### config.mk
export PLATFORM = sky130hd
export DESIGN_NAME = ut2c_pipe_ctl
export DESIGN_NICKNAME = d
export VERILOG_FILES = /design/src/hw/rtl/ut2c_pkg.sv /design/src/hw/rtl/ut2c_pipe_ctl.sv
export SDC_FILE = /design/constraint.sdc
export NUM_CORES = 1
export LEC_CHECK = 0
export ABC_AREA = 1
export ABC_CLOCK_PERIOD_IN_PS = 1300
export BUFFER_PORTS_ARGS = -buffer_cell sky130_fd_sc_hd__buf_2
export CAP_MARGIN = 20
export CORE_AREA = 2 2 39 41
export DETAILED_ROUTE_END_ITERATION = 8
export DIE_AREA = 0 0 41 43
export PLACE_DENSITY = 0.41
export SLEW_MARGIN = 20
export SYNTH_ARGS = -nofsm -noshare
export SYNTH_HDL_FRONTEND = slang
export SYNTH_SLANG_ARGS = --single-unit
### constraint.sdc
create_clock -name i_clk -period 1.3 [get_ports i_clk]
set_clock_uncertainty 0.15 [all_clocks]
set_input_delay 0.195 -clock i_clk [delete_from_list [all_inputs] [get_ports i_clk]]
set_output_delay 0.195 -clock i_clk [all_outputs]
set_load 0.05 [all_outputs]
### src/hw/rtl/ut2c_pkg.sv
// shared constants and types for the unix seconds to calendar date converter
`timescale 1ns / 1ps
`default_nettype none

package ut2c_pkg;

    // field widths
    localparam int ZONE_W = 5;
    localparam int SEC_FIELD_W = 6;
    localparam int MIN_FIELD_W = 6;
    localparam int HOUR_FIELD_W = 5;
    localparam int MDAY_FIELD_W = 5;
    localparam int MON_FIELD_W = 4;
    localparam int YEAR_FIELD_W = 8;

    // seconds to hours, one 20 bit digit per stage
    localparam int SEC_DIG_W = 20;
    localparam int HOUR_REM_W = 12;
    localparam int SECS_PER_HOUR = 3600;
    localparam int REC_HOUR_W = 21;
    localparam int REC_HOUR = 1193046;

    // remainder of the hour to minute and second
    localparam int SECS_PER_MIN = 60;
    localparam int REC_MIN_W = 7;
    localparam int REC_MIN = 68;

    // local hours to day number
    localparam int HOURS_PER_DAY = 24;
    localparam int DAY_SHIFT = 2472632;
    localparam int LOCAL_BIAS = HOURS_PER_DAY * DAY_SHIFT;

    // julian day decomposition
    localparam int DAYS_400Y = 146097;
    localparam int DAYS_400Y_REM_W = 18;
    localparam int DAYS_4Y = 1461;
    localparam int REC_4Y = 179;
    localparam int REC_4Y_W = 8;
    localparam int CENT_DAY_W = 16;
    localparam int YEAR_IDX_W = 8;
    localparam int DAYS_4Y_REM_W = 11;
    localparam int DAYS_5MON = 153;
    localparam int REC_5MON = 13;
    localparam int REC_5MON_W = 4;
    localparam int YEAR_DAY_W = 9;
    localparam int MCYC_W = 4;
    localparam int MCYC_REM_W = 8;
    localparam int REC_FIFTH = 205;
    localparam int REC_FIFTH_S = 10;
    localparam int MONTH_WRAP = 10;
    localparam int MONTH_OFFSET = 2;
    localparam int YEARS_PER_CENT = 100;
    localparam int YEAR_BASE = 6700;
    localparam int YEAR_SUM_W = 16;

    typedef struct packed {
        logic [HOUR_FIELD_W-1:0] hour;
        logic [MIN_FIELD_W-1:0]  minute;
        logic [SEC_FIELD_W-1:0]  second;
    } t_hms;

endpackage

`default_nettype wire

### src/hw/rtl/ut2c_pipe_ctl.sv
// valid bits and per-stage load enables of the conversion pipeline
`timescale 1ns / 1ps
`default_nettype none

module ut2c_pipe_ctl
    import ut2c_pkg::*;
#(
    parameter int N_ST = 7
) (
    input  wire logic            i_clk,
    input  wire logic            i_rst_n,
    input  wire logic            i_in_valid,
    output logic                 o_in_ready,
    input  wire logic            i_out_ready,
    output logic                 o_out_valid,
    output logic [N_ST-1:0]      o_en
);

    logic [N_ST-1:0] r_v;
    logic [N_ST-1:0] n_v;
    logic            in_fire;
    logic            out_fire;

    always_comb begin
        o_en[N_ST-1] = !r_v[N_ST-1] || i_out_ready;
        for (int i = N_ST - 2; i >= 0; i--) begin
            o_en[i] = !r_v[i] || o_en[i+1];
        end
    end

    always_comb begin
        n_v = r_v;
        if (o_en[0]) begin
            n_v[0] = i_in_valid;
        end
        for (int i = 1; i < N_ST; i++) begin
            if (o_en[i]) begin
                n_v[i] = r_v[i-1];
            end
        end
    end

    always_ff @(posedge i_clk) begin
        if (!i_rst_n) begin
            r_v <= '0;
        end else begin
            r_v <= n_v;
        end
    end

    assign o_in_ready  = o_en[0];
    assign o_out_valid = r_v[N_ST-1];
    assign in_fire     = i_in_valid && o_in_ready;
    assign out_fire    = r_v[N_ST-1] && i_out_ready;

    a_occupancy: assert property (@(posedge i_clk) disable iff (!i_rst_n)
        $past(i_rst_n) |-> $countones(r_v) == $past($countones(r_v))
            + int'($past(in_fire)) - int'($past(out_fire)))
        else $error("pipeline occupancy does not match words in and out");

    a_bubble_takes: assert property (@(posedge i_clk) disable iff (!i_rst_n)
        !(&r_v) |-> o_in_ready)
        else $error("input stalled while the pipeline has a free stage");

    a_drain_takes: assert property (@(posedge i_clk) disable iff (!i_rst_n)
        i_out_ready |-> o_in_ready)
        else $error("input stalled while the output is being taken");

endmodule

`default_nettype wire

==> implementation parameters <==
Parameter                              Value

Outcome
  Outcome ... finished, violations left
  Violations in the final reports ... negative setup slack

Floorplan
  Number of placement rows ... 14
  Initial standard-cell utilization of the core ... 21.3%
  Die W ... 41 um
  Height of the chip ... 43 um
  IO Pins ... 13
  Full die area ... 1760 um2
  Floorplan core area ... 1380 um2

Critical path
  Origin of the worst setup path ... r_v[4]$_SDFFE_PN0P_
  Critical path startpoint category ... register
  CP max stage delay ... 0.35 ns
  FF-to-FF setup slack ... 0.09 ns
  Depth of the worst register-to-register path ... 5
  Launch instance of the worst register-to-register path ... r_v[4]$_SDFFE_PN0P_
  Data arrival time of the critical path ... 1.19 ns
  CP max stage cell ... sky130_fd_sc_hd__dfxtp_2
  Largest fanout of any net on the critical path ... 4
  Required @ worst endpoint ... 0.95 ns
  Kind of end point of the critical path ... primary output
  Capturing element of the worst setup path ... o_en[3]
  Startpoint-to-endpoint class of the critical path ... reg -> out
  Chain of cells forming the critical path ... nand4_4 -> nor2_4 -> buf_4 -> inv_2 -> buf_6
  Endpoint of the worst register-to-register path ... r_v[0]$_SDFFE_PN0P_

STA
  Setup-failing EPs final ... 8
  Worst setup slack after layout ... -0.233 ns
  Unrepaired setup endpoints after global routing ... true
  Fin crit share ... 118%
  Worst Tran Pin Value ... 0.242 ns
  Period minus WS final ... 1.53 ns
  Hold Fails Final Rpt ... 0
  Fmax ... 652 MHz
  Slew headroom ... 83.9%
  Final Slew Violations ... 0

Worst hold path
  Class of the tightest hold or removal check ... in -> reg

CTS
  TritonCTS clock tree ... yes
  Clock sink count ... 7
  Post-CTS Hold Fix Bufs ... 0
  Clock-pin slew of the registers on the worst-case setup and hold paths ... 0.05 ns
  Htree depth ... 1
  Root buffer cell ... sky130_fd_sc_hd__clkbuf_4
  Clk Latency, worst-skew pair ... 0.25 ns
  Maximum clock insertion buffer count ... 2
  Total CTS buffers ... 3

Yosys
  Portion of synthesized cell area occupied by the leading cell type ... 47.5%
  Count of flip-flops with a built-in enable after synthesis ... 0
  Net Count, Synth ... 38
  Count of cell types in the netlist ... 11
  Yosys top cell by area ... sky130_fd_sc_hd__dfxtp_1
  Synthesis-stage register bit count ... 7
  Ys Warns ... 0
  Synth Cell Area ... 295 um2
  Cells after synthesis ... 34
  Share of synthesized registers carrying an async set or reset ... 0%
  Share of the yosys chip area belonging to registers ... 47.5%
  Post-synthesis area per instance ... 8.68 um2
  Synth Flop Type ... sky130_fd_sc_hd__dfxtp_1
  Leading cell types by total area after synthesis ... sky130_fd_sc_hd__dfxtp_1 (47%), sky130_fd_sc_hd__inv_1 (13%), sky130_fd_sc_hd__nand4_4 (7.2%)
  Most used standard cell by instance count after synthesis ... sky130_fd_sc_hd__inv_1
  Cell types with the highest counts after synthesis ... sky130_fd_sc_hd__inv_1 (10), sky130_fd_sc_hd__dfxtp_1 (7), sky130_fd_sc_hd__nor2_1 (5)

Place
  Half-perimeter wire length after placement ... 387 um
  Pre-CTS setup slack ... -0.0799 ns
  Routability congestion estimate ... 0.582
  Port Buffer Count ... 12

Final layout
  Area added between synthesis and finish ... 62.3%
  Flip-flop count of the largest register after layout ... 7
  Ratio of cells with drive above 1 in the final layout ... 54.7%
  Largest registers ranked by flip-flop count ... r_v: 7 flops
  Number of filler instances in the final layout ... 153
  Register containing the most flip-flops in the final layout ... r_v
  Utilization after layout ... 34.6%
  Total inserted antenna cells ... 0
  Final layout net count ... 58

Power
  Worst-case vdd ir drop ... 0.000401 V
  Total power per unit cell area ... 910 nW/um2
  Comb power frac ... 3.9%
  Overall power after layout ... 0.000436 W
  Static Leakage ... 0.212 nW
  Clk network pwr share ... 44.9%
  Sequential fraction of design power ... 51.2%
  Switching Share ... 21.6%
  Switching pwr ... 0.0000940 W
  Cell Int Power ... 0.000342 W

Drt
  Routed Wire Length ... 532 um
  Vias after detailed routing ... 265
  Number of vias per cell after detailed routing ... 3.84
  Per-cell routed wire length ... 7.71 um
  Number of DRC violations after detailed routing ... 0
  Length of the first detailed-routing pass in iterations ... 2
  Number of nets still failing antenna checks after routing ... 0
  Iter 0 DRT Violations ... 1

Global routing
  Number of global-route vias before repair ... 236
  Number of antenna violations at the first check in global routing ... 0
  First-pass GRT wire length ... 910 um
  Gr ovfl total ... 0
  Total global routing track utilization ... 8.35%
  Maximum number of pins on one net before global-route repair ... 8

Run
  Max-capacitance violation count ... 0
==> metrics by stage <==
stage               hold WS (ns)  TNS, ns  instances  area (um2)
finish                    0.0378    -1.41         69         479
global route              0.0447    -2.11         69         479
CTS                       0.0354    -1.54         69         479
detailed placement         0.299   -0.274         64         405
floorplan                  0.189    -2.60         34         314
global placement           0.296   -0.289         64         405
==> power groups by stage <==
stage          Clock [W]  Combinational [W]  Sequential [W]
2_1_floorplan          0         0.00000996        0.000228
3_3_place_gp           0          0.0000174        0.000228
3_5_place_dp           0          0.0000173        0.000228
4_1_cts         0.000205          0.0000174        0.000223
5_1_grt         0.000225          0.0000201        0.000224
6_report        0.000196          0.0000171        0.000223
==> cell families after synthesis <==
family / share of synthesized area [%]
AO/OA/AOI/OAI: 9.75
buffers and inverters: 15.3
AND/OR/NAND/NOR: 27.5
flip-flops: 47.5
==> layout make-up <==
type / count / area [um2] / share of cell area [%]
repair buffers: 16 / 128 / 26.6
well taps: 16 / 20.0 / 4.18
clock buffers: 4 / 26.3 / 5.48
flip-flops and latches: 7 / 146 / 30.5
multi-input cells: 16 / 121 / 25.3
inverters: 10 / 37.5 / 7.83
==> per-layer routing <==
layer	GRT usage [%]	vias up	share of wire (%)
met5	0	-	0
met2	11.9	14	45
met1	7.44	106	40
met4	2.00	0	0
li1	-	145	-
met3	9.95	0	15
==> worst min path at each step <==
stage / end / from / cells after the start / slack [ns]
6_report: r_v[0]$_SDFFE_PN0P_ / i_in_valid / 3 / 0.04
2_1_floorplan: r_v[0]$_SDFFE_PN0P_ / i_in_valid / 2 / 0.19
3_5_place_dp: r_v[0]$_SDFFE_PN0P_ / i_in_valid / 3 / 0.30
5_1_grt: r_v[0]$_SDFFE_PN0P_ / i_in_valid / 3 / 0.04
4_1_cts: r_v[0]$_SDFFE_PN0P_ / i_in_valid / 3 / 0.04
3_3_place_gp: r_v[0]$_SDFFE_PN0P_ / i_in_valid / 3 / 0.30
==> repair_timing <==
action	CTS	global route
pin swaps	1	0
setup endpoints to repair	8	8
cloned	0	0
gates resized for setup	15	0
buffers inserted	1	0
==> placed cells by master (no fill, tap or decap) <==
cell                       synthesis  final
sky130_fd_sc_hd__a21oi_1           4      4
sky130_fd_sc_hd__a21oi_2           1      1
sky130_fd_sc_hd__buf_2             0      6
sky130_fd_sc_hd__buf_4             1      4
sky130_fd_sc_hd__buf_6             0      6
sky130_fd_sc_hd__clkbuf_1          0      1
sky130_fd_sc_hd__clkbuf_4          0      3
sky130_fd_sc_hd__dfxtp_1           7      4
sky130_fd_sc_hd__dfxtp_2           0      2
sky130_fd_sc_hd__dfxtp_4           0      1
sky130_fd_sc_hd__inv_1            10      9
sky130_fd_sc_hd__inv_2             0      1
sky130_fd_sc_hd__nand2_1           2      1
sky130_fd_sc_hd__nand2_2           0      1
sky130_fd_sc_hd__nand3_2           1      1
sky130_fd_sc_hd__nand4_4           1      2
sky130_fd_sc_hd__nor2_1            5      5
sky130_fd_sc_hd__nor2_4            1      1
==> critical path, delay by kind of cell, from the launching register on <==
family,cells,cell delay (ns)
flops,1,0.35
buf+inv,3,0.31
simple gates,2,0.28
(Power assumes the default switching activity.)
