==> src/hw/rtl/ut2c_pkg.sv <==
// shared constants and types for the unix seconds to calendar date converter
`timescale 1ns / 1ps
`default_nettype none

package ut2c_pkg;

    // field widths
    localparam int ZONE_W = 5;
    localparam int SEC_FIELD_W = 6;
    localparam int MIN_FIELD_W = 6;
    localparam int HOUR_FIELD_W = 5;
    localparam int MDAY_FIELD_W = 5;
    localparam int MON_FIELD_W = 4;
    localparam int YEAR_FIELD_W = 8;

    // seconds to hours, one 20 bit digit per stage
    localparam int SEC_DIG_W = 20;
    localparam int HOUR_REM_W = 12;
    localparam int SECS_PER_HOUR = 3600;
    localparam int REC_HOUR_W = 21;
    localparam int REC_HOUR = 1193046;

    // remainder of the hour to minute and second
    localparam int SECS_PER_MIN = 60;
    localparam int REC_MIN_W = 7;
    localparam int REC_MIN = 68;

    // local hours to day number
    localparam int HOURS_PER_DAY = 24;
    localparam int DAY_SHIFT = 2472632;
    localparam int LOCAL_BIAS = HOURS_PER_DAY * DAY_SHIFT;

    // julian day decomposition
    localparam int DAYS_400Y = 146097;
    localparam int DAYS_400Y_REM_W = 18;
    localparam int DAYS_4Y = 1461;
    localparam int REC_4Y = 179;
    localparam int REC_4Y_W = 8;
    localparam int CENT_DAY_W = 16;
    localparam int YEAR_IDX_W = 8;
    localparam int DAYS_4Y_REM_W = 11;
    localparam int DAYS_5MON = 153;
    localparam int REC_5MON = 13;
    localparam int REC_5MON_W = 4;
    localparam int YEAR_DAY_W = 9;
    localparam int MCYC_W = 4;
    localparam int MCYC_REM_W = 8;
    localparam int REC_FIFTH = 205;
    localparam int REC_FIFTH_S = 10;
    localparam int MONTH_WRAP = 10;
    localparam int MONTH_OFFSET = 2;
    localparam int YEARS_PER_CENT = 100;
    localparam int YEAR_BASE = 6700;
    localparam int YEAR_SUM_W = 16;

    typedef struct packed {
        logic [HOUR_FIELD_W-1:0] hour;
        logic [MIN_FIELD_W-1:0]  minute;
        logic [SEC_FIELD_W-1:0]  second;
    } t_hms;

endpackage

`default_nettype wire

==> src/hw/rtl/ut2c_date.sv <==
// shifted day number to day, month and year in four pipeline stages
`timescale 1ns / 1ps
`default_nettype none

module ut2c_date
    import ut2c_pkg::*;
#(
    parameter int A_W = 23
) (
    input  wire logic                    i_clk,
    input  wire logic [3:0]              i_en,
    input  wire logic [A_W-1:0]          i_day_num,
    input  wire t_hms                    i_hms,
    output t_hms                         o_hms,
    output logic [MDAY_FIELD_W-1:0]      o_mday,
    output logic [MON_FIELD_W-1:0]       o_mon,
    output logic [YEAR_FIELD_W-1:0]      o_year
);

    localparam int SB = A_W + 2;
    localparam int B_W = SB - 17;
    localparam int PB_W = SB + B_W;
    localparam longint unsigned MB = (64'd1 << SB) / DAYS_400Y;
    localparam int PC_W = DAYS_400Y_REM_W + REC_4Y_W;
    localparam int PD_W = DAYS_4Y_REM_W + REC_5MON_W;
    localparam int PE_W = 16;

    // 400 year cycle
    logic [SB-1:0]              nb;
    logic [PB_W-1:0]            prod_b;
    logic [B_W-1:0]             q_b;
    logic [SB-1:0]              rb_est;
    logic [B_W-1:0]             n_b;
    logic [DAYS_400Y_REM_W-1:0] n_rb;
    logic [B_W-1:0]             r_b;
    logic [DAYS_400Y_REM_W-1:0] r_rb;
    t_hms                       r_hms_b;

    // 4 year cycle
    logic [DAYS_400Y_REM_W-1:0] c_sum;
    logic [DAYS_400Y_REM_W-1:0] nc;
    logic [PC_W-1:0]            prod_c;
    logic [REC_4Y_W-1:0]        q_c;
    logic [DAYS_400Y_REM_W-1:0] rc_est;
    logic [YEAR_IDX_W-1:0]      n_d;
    logic [DAYS_4Y_REM_W-1:0]   n_rc;
    logic [B_W-1:0]             r_b_c;
    logic [YEAR_IDX_W-1:0]      r_d;
    logic [DAYS_4Y_REM_W-1:0]   r_rc;
    t_hms                       r_hms_c;

    // five month cycle
    logic [DAYS_4Y_REM_W-1:0]   e_sum;
    logic [YEAR_DAY_W-1:0]      e;
    logic [DAYS_4Y_REM_W-1:0]   nd;
    logic [PD_W-1:0]            prod_d;
    logic [REC_5MON_W-1:0]      q_d;
    logic [DAYS_4Y_REM_W-1:0]   rd_est;
    logic [MCYC_W-1:0]          n_m;
    logic [MCYC_REM_W-1:0]      n_rd;
    logic [B_W-1:0]             r_b_d;
    logic [YEAR_IDX_W-1:0]      r_d_d;
    logic [MCYC_W-1:0]          r_m;
    logic [MCYC_REM_W-1:0]      r_rd;
    t_hms                       r_hms_d;

    // final fields
    logic [PE_W-1:0]            prod_e;
    logic                       wrap;
    logic [YEAR_SUM_W-1:0]      year_sum;
    logic [MDAY_FIELD_W-1:0]    n_mday;
    logic [MON_FIELD_W-1:0]     n_mon;
    logic [MDAY_FIELD_W-1:0]    r_mday;
    logic [MON_FIELD_W-1:0]     r_mon;
    logic [YEAR_FIELD_W-1:0]    r_year;
    t_hms                       r_hms_e;

    assign nb     = {i_day_num, 2'b11};
    assign prod_b = PB_W'(nb) * PB_W'(MB);
    assign q_b    = prod_b[PB_W-1 -: B_W];
    assign rb_est = nb - SB'(PB_W'(q_b) * PB_W'(DAYS_400Y));

    always_comb begin
        if (rb_est >= SB'(DAYS_400Y)) begin
            n_b  = q_b + 1'b1;
            n_rb = DAYS_400Y_REM_W'(rb_est - SB'(DAYS_400Y));
        end else begin
            n_b  = q_b;
            n_rb = DAYS_400Y_REM_W'(rb_est);
        end
    end

    always_ff @(posedge i_clk) begin
        if (i_en[0]) begin
            r_b     <= n_b;
            r_rb    <= n_rb;
            r_hms_b <= i_hms;
        end
    end

    // day within the 400 year cycle from the remainder and b mod 4
    assign c_sum  = r_rb + DAYS_400Y_REM_W'(r_b[1:0]) - DAYS_400Y_REM_W'(3);
    assign nc     = {c_sum[DAYS_400Y_REM_W-1:2], 2'b11};
    assign prod_c = PC_W'(nc) * PC_W'(REC_4Y);
    assign q_c    = prod_c[PC_W-1 -: REC_4Y_W];
    assign rc_est = nc - DAYS_400Y_REM_W'(PC_W'(q_c) * PC_W'(DAYS_4Y));

    always_comb begin
        if (rc_est >= DAYS_400Y_REM_W'(DAYS_4Y)) begin
            n_d  = YEAR_IDX_W'(q_c + 1'b1);
            n_rc = DAYS_4Y_REM_W'(rc_est - DAYS_400Y_REM_W'(DAYS_4Y));
        end else begin
            n_d  = YEAR_IDX_W'(q_c);
            n_rc = DAYS_4Y_REM_W'(rc_est);
        end
    end

    always_ff @(posedge i_clk) begin
        if (i_en[1]) begin
            r_b_c   <= r_b;
            r_d     <= n_d;
            r_rc    <= n_rc;
            r_hms_c <= r_hms_b;
        end
    end

    // day within the 4 year cycle from the remainder and d mod 4
    assign e_sum  = r_rc + DAYS_4Y_REM_W'(r_d[1:0]) - DAYS_4Y_REM_W'(3);
    assign e      = e_sum[DAYS_4Y_REM_W-1:2];
    assign nd     = DAYS_4Y_REM_W'(DAYS_4Y_REM_W'(e) * DAYS_4Y_REM_W'(5))
                  + DAYS_4Y_REM_W'(2);
    assign prod_d = PD_W'(nd) * PD_W'(REC_5MON);
    assign q_d    = prod_d[PD_W-1 -: REC_5MON_W];
    assign rd_est = nd - DAYS_4Y_REM_W'(DAYS_4Y_REM_W'(q_d) * DAYS_4Y_REM_W'(DAYS_5MON));

    always_comb begin
        if (rd_est >= DAYS_4Y_REM_W'(DAYS_5MON)) begin
            n_m  = MCYC_W'(q_d + 1'b1);
            n_rd = MCYC_REM_W'(rd_est - DAYS_4Y_REM_W'(DAYS_5MON));
        end else begin
            n_m  = MCYC_W'(q_d);
            n_rd = MCYC_REM_W'(rd_est);
        end
    end

    always_ff @(posedge i_clk) begin
        if (i_en[2]) begin
            r_b_d   <= r_b_c;
            r_d_d   <= r_d;
            r_m     <= n_m;
            r_rd    <= n_rd;
            r_hms_d <= r_hms_c;
        end
    end

    // day of month is the five month remainder over five, plus one
    assign prod_e = PE_W'(r_rd) * PE_W'(REC_FIFTH);
    assign n_mday = MDAY_FIELD_W'(prod_e[PE_W-1:REC_FIFTH_S]) + MDAY_FIELD_W'(1);
    assign wrap   = (r_m >= MCYC_W'(MONTH_WRAP));

    always_comb begin
        if (wrap) begin
            n_mon = MON_FIELD_W'(r_m - MCYC_W'(MONTH_WRAP));
        end else begin
            n_mon = MON_FIELD_W'(r_m + MCYC_W'(MONTH_OFFSET));
        end
    end

    assign year_sum = YEAR_SUM_W'(YEAR_SUM_W'(r_b_d) * YEAR_SUM_W'(YEARS_PER_CENT))
                    + YEAR_SUM_W'(r_d_d) + YEAR_SUM_W'(wrap)
                    - YEAR_SUM_W'(YEAR_BASE);

    always_ff @(posedge i_clk) begin
        if (i_en[3]) begin
            r_mday  <= n_mday;
            r_mon   <= n_mon;
            r_year  <= year_sum[YEAR_FIELD_W-1:0];
            r_hms_e <= r_hms_d;
        end
    end

    assign o_hms  = r_hms_e;
    assign o_mday = r_mday;
    assign o_mon  = r_mon;
    assign o_year = r_year;

endmodule

`default_nettype wire
==> config.mk <==
export PLATFORM = sky130hd
export DESIGN_NAME = ut2c_date
export DESIGN_NICKNAME = d
export VERILOG_FILES = /design/src/hw/rtl/ut2c_pkg.sv /design/src/hw/rtl/ut2c_date.sv
export SDC_FILE = /design/constraint.sdc
export NUM_CORES = 1
export LEC_CHECK = 0
export BUFFER_PORTS_ARGS = -buffer_cell sky130_fd_sc_hd__buf_2
export CELL_PAD_IN_SITES_DETAIL_PLACEMENT = 1
export CELL_PAD_IN_SITES_GLOBAL_PLACEMENT = 2
export CORE_UTILIZATION = 40
export DETAILED_ROUTE_END_ITERATION = 8
export PLACE_DENSITY = 0.76
export SKIP_CTS_REPAIR_TIMING = 1
export SLEW_MARGIN = 20
export SYNTH_ARGS = -nofsm -noshare
export SYNTH_HDL_FRONTEND = slang
export SYNTH_SLANG_ARGS = --single-unit
==> constraint.sdc <==
create_clock -name i_clk -period 15.24 [get_ports i_clk]
set_input_delay 3.048 -clock i_clk [delete_from_list [all_inputs] [get_ports i_clk]]
set_output_delay 3.048 -clock i_clk [all_outputs]
set_load 0.05 [all_outputs]
==> results of run 1 <==
==> final cells by class <==
type | count | area share, %
Clock inverter | 15 | 0.742
Inverter | 403 | 6.80
Sequential cell | 160 | 21.6
Timing Repair Buffer | 83 | 1.92
Tap cell | 672 | 3.78
Multi-Input combinational cell | 1397 | 63.3
Clock buffer | 17 | 1.91
==> flip-flops by register name (all words and copies together), names as in the netlist <==
signal   flops
r_hms_c     17
r_b_d        6
o_mon        4
r_rb        18
r_rc        11
r_b          6
o_hms       17
r_hms_d     17
o_year       8
o_mday       5
r_b_c        6
r_hms_b     17
r_m          4
r_d_d        8
r_rd         8
r_d          8
==> worst paths after layout <==
kind | start | end | slack (ns) | depth (start not counted)
max reg2reg | r_b[1] | r_rc[3] | 2.22 | 43
min reg2reg | r_d[2] | r_d_d[2] | 0.42 | 0
max | i_day_num[1] | r_rb[7] | 2.12 | 32
min | r_d[2] | r_d_d[2] | 0.42 | 0
==> cell families after synthesis <==
kind of cell	Yosys count
AOI/OAI and AO/OA	300
xor gates and xnor gates	183
adders and majority gates	587
buffers and inverters	422
DFF	160
muxes	5
and+or+nand+nor	322
==> metrics by stage <==
stage	setup slack (ns)	utilization [%]	hold slack [ns]	std cells
after floorplan	3.25	-	0.400	1979
after global placement	1.92	43.1	0.401	2715
after detailed placement	1.59	43.1	0.405	2715
after CTS	2.06	44.3	0.423	2747
after global routing	1.18	44.3	0.426	2747
final	2.12	44.3	0.421	2747
==> cells in the final DEF, fill, tap and decap left out, types with 9 or more instances in the layout <==
cell | synthesis | final
nand4_1 | 21 | 21
o21bai_1 | 13 | 13
a31oi_1 | 12 | 12
nor2b_1 | 12 | 12
o21ai_0 | 65 | 65
inv_1 | 401 | 401
xnor2_1 | 121 | 121
a21o_1 | 33 | 33
nor3_1 | 21 | 21
edfxtp_1 | 160 | 160
ha_1 | 390 | 390
xor2_1 | 61 | 61
a211oi_1 | 12 | 12
nand2b_1 | 22 | 22
a21oi_1 | 75 | 75
nand3_1 | 30 | 30
o211ai_1 | 9 | 9
nand2_1 | 83 | 83
nor2_1 | 74 | 74
fa_1 | 197 | 197
and3_1 | 10 | 10
buf_2 | 3 | 78
o21a_1 | 15 | 15
clkbuf_16 | 0 | 17
==> layer usage <==
metal	wire length (um)	vias up	global-route usage, %
met4	481	0	3.21
met5	0	-	0
met3	939	32	2.29
li1	-	6846	-
met2	22900	112	32.7
met1	23000	6954	25.8
==> worst max-delay path, delay by kind of cell <==
kind	cells	cell delay [ns]
fa+ha+maj	10	4.39
simple gates	7	1.48
xor+xnor	2	0.76
buf+inv	2	0.35
compound gates	11	3.25
==> results.toml, run 1 <==
[synthesis]
netlist_area_mm2 = 0.0205
synth.avg_cell_area_um2 = 10.3
synth_seq_cells = 160
synth-xor-area-share_pct = 7.90
synth_cell_type_count = 75
syn-num-nets = 2611
synth-compound-area-share_pct = 9.60
yosysMostFrequentCell = "inv_1"
synthArstFlopShare_pct = 0
synth_edf_count = 160
synthMuxAreaShare_pct = 0.257
synthCells = 1979
synth_area_leaders = "ha_1 24%, edfxtp_1 23%, fa_1 19%, inv_1 7.4%, xnor2_1 5.2%"
yosys.area_share.simple_pct = 7.90
synth_top_family_by_area = "adder cells"
synth_top_area_share_pct = 23.8
yosys.area_share.adder_pct = 43.1
synth_flop_cell = "edfxtp_1"
yosys-top-cells-count = "401 x inv_1, 390 x ha_1, 197 x fa_1"
ys_seq_area_share_pct = 23.5
synth_area_leader_cell = "ha_1"
yosysWarnings = 0

[clocking]
clk_latency_ns = 0.44
cts_buffers = 17
clockBufferDepth = 2
cts_tree = "yes"
root_buffer = "clkbuf_16"
cts.sinks = 160
clk_pin_slew_ns = 0.07
htreeDepth = 4

[timing]
tightest_slew_ns = 1.05
hold_viol = 0
slew-limit-headroom_pct = 29.8
max_freq_ghz = 0.0762
setup_violations = 0
rsz0062_at_grt = "no"
finalMaxSlewViolations = 0
finalCritPeriodShare_pct = 86.1
skew_ns = 0.0126
min_period_ns = 13.12
setup-tns-final_ns = 0

[global_route]
grt_pass1_wl_mm = 79.1
grt_overflow_total = 0
grt_max_degree = 44
grt_pass1_vias = 15300
antenna_found_initial = 0
grt_usage_pct = 19.0

[worst_setup_path]
critPathMostFrequentCell = "fa_1"
critPathRequiredTime_ns = 15.41
cp_max_fo = 25
slowest_stage = "a21o_1"
arrival_ns = 13.29
max_stage_delay_ns = 0.66
cp-end-kind = "register"
crit_type = "input port to register"
crit_path_start_kind = "input port"

[placement]
numPortBuffers = 78
post_dp_cell_area_mm2 = 0.0217
hpwlAfterDp_mm = 40.4
gp_congestion = 0.866

[routing]
avgRoutedWirePerCell_um = 17.2
final_antenna_net_count = 0
wl_mm = 47.3
drc_errors = 0
vias_per_cell = 5.08
via_count = 13900
first_iter_violations = 426
drtPass1Iterations = 4

[status]
status = "complete, no violations"

[cells_and_area]
post_route_cells_drive_above_1_share_pct = 6.51
seqCellArea_mm2 = 0.00480
fin_area_mm2 = 0.0223
multi_input_area_mm2 = 0.0141
layout.nets = 2694
syn_to_final_growth_pct = 8.72
fill_cells = 5611
antennaDiodeCount = 0

[floorplan]
num_rows = 82
io_pins = 79
start_util_pct = 40.7
fp.dieW_um = 228
die-height_um = 228
dieArea_mm2 = 0.0521
core_area_mm2 = 0.0503

[min_path]
hold_path_class = "register to register"

[job]
maxCapViolCount = 0
Power of run 1 is not shown: default switching activity piles up to over one toggle a cycle in this logic, so the estimate is an artifact.
==> inputs of run 2 (changes only) <==
GPL_ROUTABILITY_DRIVEN = 0   (was not set)
RECOVER_POWER = 100   (was not set)
SLEW_MARGIN = not set   (was 20)
==> run 2 against run 1 <==
Against the previous run: the flow now finishes with violations (capacitance limit, slew limit); register-to-register slack worse by 0.05 ns; hold slack better by 0.00065 ns; maximum frequency down 2.5%; critical path type unchanged; final cell count unchanged; final area down 0.25%; non-clock buffer count unchanged; via count about the same; wire length about the same; sequential cell count unchanged; global-route usage unchanged.
==> results.toml, run 2 (synthesis gave the netlist of run 1 again) <==
[cells_and_area]
layout.nets = 2694
final_cell_mix = "401 x inv_1, 390 x ha_1, 197 x fa_1, 160 x edfxtp_1, 121 x xnor2_1"
antennaDiodeCount = 0
largest_reg_flops = 18
final_common_cell = "inv_1"
regMostFlops = "r_rb"
syn_to_final_growth_pct = 8.45
post_route_cells_drive_above_1_share_pct = 4.53

[worst_setup_path]
regToRegStartpoint = "r_b[1]"
slowest_stage = "a21o_1"
critPathRequiredTime_ns = 15.41
max_stage_delay_ns = 0.66
cp_max_fo = 25
crit_path_start_kind = "input port"
critPathMostFrequentCell = "fa_1"
crit_type = "input port to register"
worstRegToRegCells = 43
worstReg2RegEnd = "r_rc[3]"
cp-end-kind = "register"
arrival_ns = 13.62
r2r_slack_ns = 2.17

[placement]
hpwlAfterDp_mm = 40.4
numPortBuffers = 78

[global_route]
grt_pass1_wl_mm = 79.1
grt_overflow_total = 0
antenna_found_initial = 0
grt_pass1_vias = 15300
grt_max_degree = 44
grt_usage_pct = 19.0

[min_path]
hold-path-cell-count = 0
hold_path_startpoint = "r_d[2]"
hold_path_class = "register to register"
hold_end = "r_d_d[2]"

[status]
status = "finished with violations"
violations = "capacitance limit, slew limit"

[timing]
rsz0062_at_grt = "no"
setup-tns-final_ns = 0
min_period_ns = 13.45
skew_ns = 0.0124
finalMaxSlewViolations = 164
setup_violations = 0
max_freq_ghz = 0.0743
slew-limit-headroom_pct = -66.1
finalCritPeriodShare_pct = 88.3
hold_viol = 0
tightest_slew_ns = 2.49
whs_ns = 0.421

[routing]
first_iter_violations = 440
drtPass1Iterations = 4
wl_mm = 47.3
avgRoutedWirePerCell_um = 17.2
via_count = 13900
final_antenna_net_count = 0
drc_errors = 0
vias_per_cell = 5.07

[clocking]
root_buffer = "clkbuf_16"
clockBufferDepth = 2
cts_buffers = 17
clk_pin_slew_ns = 0.07
htreeDepth = 4
cts.sinks = 160
cts_tree = "yes"
clk_latency_ns = 0.44

[floorplan]
dieArea_mm2 = 0.0521
die-height_um = 228
io_pins = 79
start_util_pct = 40.7
fp.dieW_um = 228
core_area_mm2 = 0.0503
num_rows = 82

[job]
maxCapViolCount = 4
run 2: changes by cell type in the layout (fill, tap and decap cells not counted), sizes merged:
cell    delta
clkbuf    +40
buf       -40
run 2: worst max-delay path, delay by kind of cell:
kind / cells / cell delay, ns
fa+ha+maj: 10 / 4.46
simple gates: 7 / 1.49
buf+inv: 2 / 0.60
xor+xnor: 2 / 0.76
compound gates: 11 / 3.27
run 2: metal layers:
layer | global-route usage [%] | routed length, um
met1 | 25.8 | 22900
met2 | 32.7 | 22900
met3 | 2.29 | 1040
met4 | 3.21 | 479
met5 | 0 | 0
run 2: final cells by class:
cell class / instances / area [um2]
inverters: 403 / 1510
clock buffers: 17 / 425
flip-flops and latches: 160 / 4800
repair buffers: 83 / 378
well taps: 672 / 841
clock inverters: 15 / 165
fillers: 5624 / 28100
multi-input cells: 1397 / 14100
run 2: how the worst max path moves through the flow:
| stage | endpoint | cells after the start | slack [ns] | start |
|---|---|---|---|---|
| after floorplan | r_b[3] | 32 | 3.25 | i_day_num[0] |
| after global placement | r_rb[7] | 32 | 1.92 | i_day_num[1] |
| after detailed placement | r_rb[7] | 32 | 1.59 | i_day_num[1] |
| after CTS | r_rb[7] | 32 | 2.06 | i_day_num[1] |
| after global routing | r_b[4] | 32 | 0.95 | i_day_num[1] |
| final | r_rb[7] | 32 | 1.79 | i_day_num[1] |
run 2: per-stage QoR:
step                      instance area (um2)  instances  worst slack (ns)  utilization, %
final                                   22200       2747              1.79            44.2
after floorplan                         20500       1979              3.25               -
after global placement                  21700       2715              1.92            43.1
after detailed placement                21700       2715              1.59            43.1
after global routing                    22200       2747             0.951            44.2
after CTS                               22300       2747              2.06            44.3
Power of run 2 is left out for the same reason.
==> inputs of run 3 (changes only) <==
CELL_PAD_IN_SITES_DETAIL_PLACEMENT = not set   (was 1)
CELL_PAD_IN_SITES_GLOBAL_PLACEMENT = not set   (was 2)
PLACE_DENSITY = 0.54   (was 0.76)
==> run 3 against run 2 <==
Against the previous run: the flow still finishes with violations (capacitance limit, slew limit); setup slack better by 0.36 ns; final cell count unchanged; critical path depth unchanged; final area increased by 0.24%; register-to-register slack better by 0.12 ns; wire length is 13% lower; global-route usage is 2.3 points lower; non-clock buffer count stayed put; hold slack worse by 0.0023 ns; utilization increased by 0.11 points; sequential cell count stayed put; largest cell class unchanged; highest routed layer unchanged.
==> results.toml, run 3 (synthesis gave the netlist of run 1 again) <==
[floorplan]
fp.dieW_um = 228
io_pins = 79
die-height_um = 228
core_area_mm2 = 0.0503
start_util_pct = 40.7
dieArea_mm2 = 0.0521
num_rows = 82

[cells_and_area]
fill_cells = 4888
post_route_cells_drive_above_1_share_pct = 4.53
regMostFlops = "r_rb"
syn_to_final_growth_pct = 8.71
final_cell_mix = "401 x inv_1, 390 x ha_1, 197 x fa_1, 160 x edfxtp_1, 121 x xnor2_1"
antennaDiodeCount = 0
layout.nets = 2694
final_cell_count_no_fill = 2747
final_common_cell = "inv_1"
largest_reg_flops = 18

[timing]
fin_ws_ns = 2.15
slew-limit-headroom_pct = -61.7
max_freq_ghz = 0.0764
finalMaxSlewViolations = 164
whs_ns = 0.419
hold_viol = 0
rsz0062_at_grt = "no"
skew_ns = 0.00774
tightest_slew_ns = 2.43
setup_violations = 0
setup-tns-final_ns = 0
min_period_ns = 13.09
finalCritPeriodShare_pct = 85.9

[global_route]
grt_pass1_vias = 14200
grt_max_degree = 44
grt_pass1_wl_mm = 70.6
antenna_found_initial = 0
grt_usage_pct = 16.7
grt_overflow_total = 0

[worst_setup_path]
crit_path_start_kind = "input port"
critPathMostFrequentCell = "fa_1"
crit_type = "input port to register"
max_stage_delay_ns = 0.66
cp_max_fo = 25
arrival_ns = 13.26
cp-end-kind = "register"
slowest_stage = "a21o_1"
critPathRequiredTime_ns = 15.41

[placement]
place_ws_ns = 1.94
dpl.cell_count = 2715
numPortBuffers = 78
hpwlAfterDp_mm = 35.0

[clocking]
clockBufferDepth = 2
clk_latency_ns = 0.44
root_buffer = "clkbuf_16"
cts_tree = "yes"
cts_buffers = 17
htreeDepth = 4
cts.sinks = 160
clk_pin_slew_ns = 0.08

[routing]
wl_mm = 41.4
drtPass1Iterations = 5
vias_per_cell = 4.94
first_iter_violations = 427
via_count = 13600
avgRoutedWirePerCell_um = 15.1
drc_errors = 0
final_antenna_net_count = 0

[job]
maxCapViolCount = 4

[status]
status = "finished with violations"
violations = "capacitance limit, slew limit"

[min_path]
hold_path_class = "register to register"
## run 3: cell types whose count changed in the layout (fill, tap and decap cells not counted), sizes merged
cell / delta
inv: +2
clkinvlp: -2
## run 3: layer usage
metal | global-route usage [%] | up-vias | routed length [um]
li1 | - | 6842 | -
met1 | 23.2 | 6553 | 20600
met2 | 28.1 | 141 | 19600
met3 | 1.84 | 25 | 841
met4 | 2.94 | 0 | 366
met5 | 0 | - | 0
## run 3: per-stage QoR
step | utilization (%) | cell area (um2)
floorplan | - | 20500
global placement | 43.1 | 21700
detailed placement | 43.1 | 21700
CTS | 44.4 | 22300
global route | 44.3 | 22300
finish | 44.3 | 22300
## run 3: path summary, 6_finish.rpt
check / from / end / slack (ns) / depth (start not counted)
worst min-delay path: r_hms_c[5] / r_hms_d[5] / 0.42 / 0
worst max register to register: r_b[1] / r_d[6] / 2.29 / 43
worst max-delay path: i_day_num[1] / r_rb[7] / 2.15 / 32
worst min register to register: r_hms_c[5] / r_hms_d[5] / 0.42 / 0
## run 3: layout make-up
cell class / instances / area [um2] / area share, %
tap: 672 / 841 / 3.78
clock inverter: 15 / 219 / 0.984
multi-input combinational: 1397 / 14100 / 63.2
sequential: 160 / 4800 / 21.6
inverter: 403 / 1510 / 6.80
timing repair buffer: 83 / 378 / 1.70
clock buffer: 17 / 425 / 1.91
## run 3: worst max-delay path: cells and delay by family
| kind | cells | cell delay [ns] |
|---|---|---|
| AO/OA/AOI/OAI | 11 | 3.14 |
| XOR/XNOR | 2 | 0.70 |
| AND/OR/NAND/NOR | 7 | 1.33 |
| adder cells (fa/ha/maj) | 10 | 4.43 |
| buffers and inverters | 2 | 0.61 |
Power of run 3 is left out for the same reason.
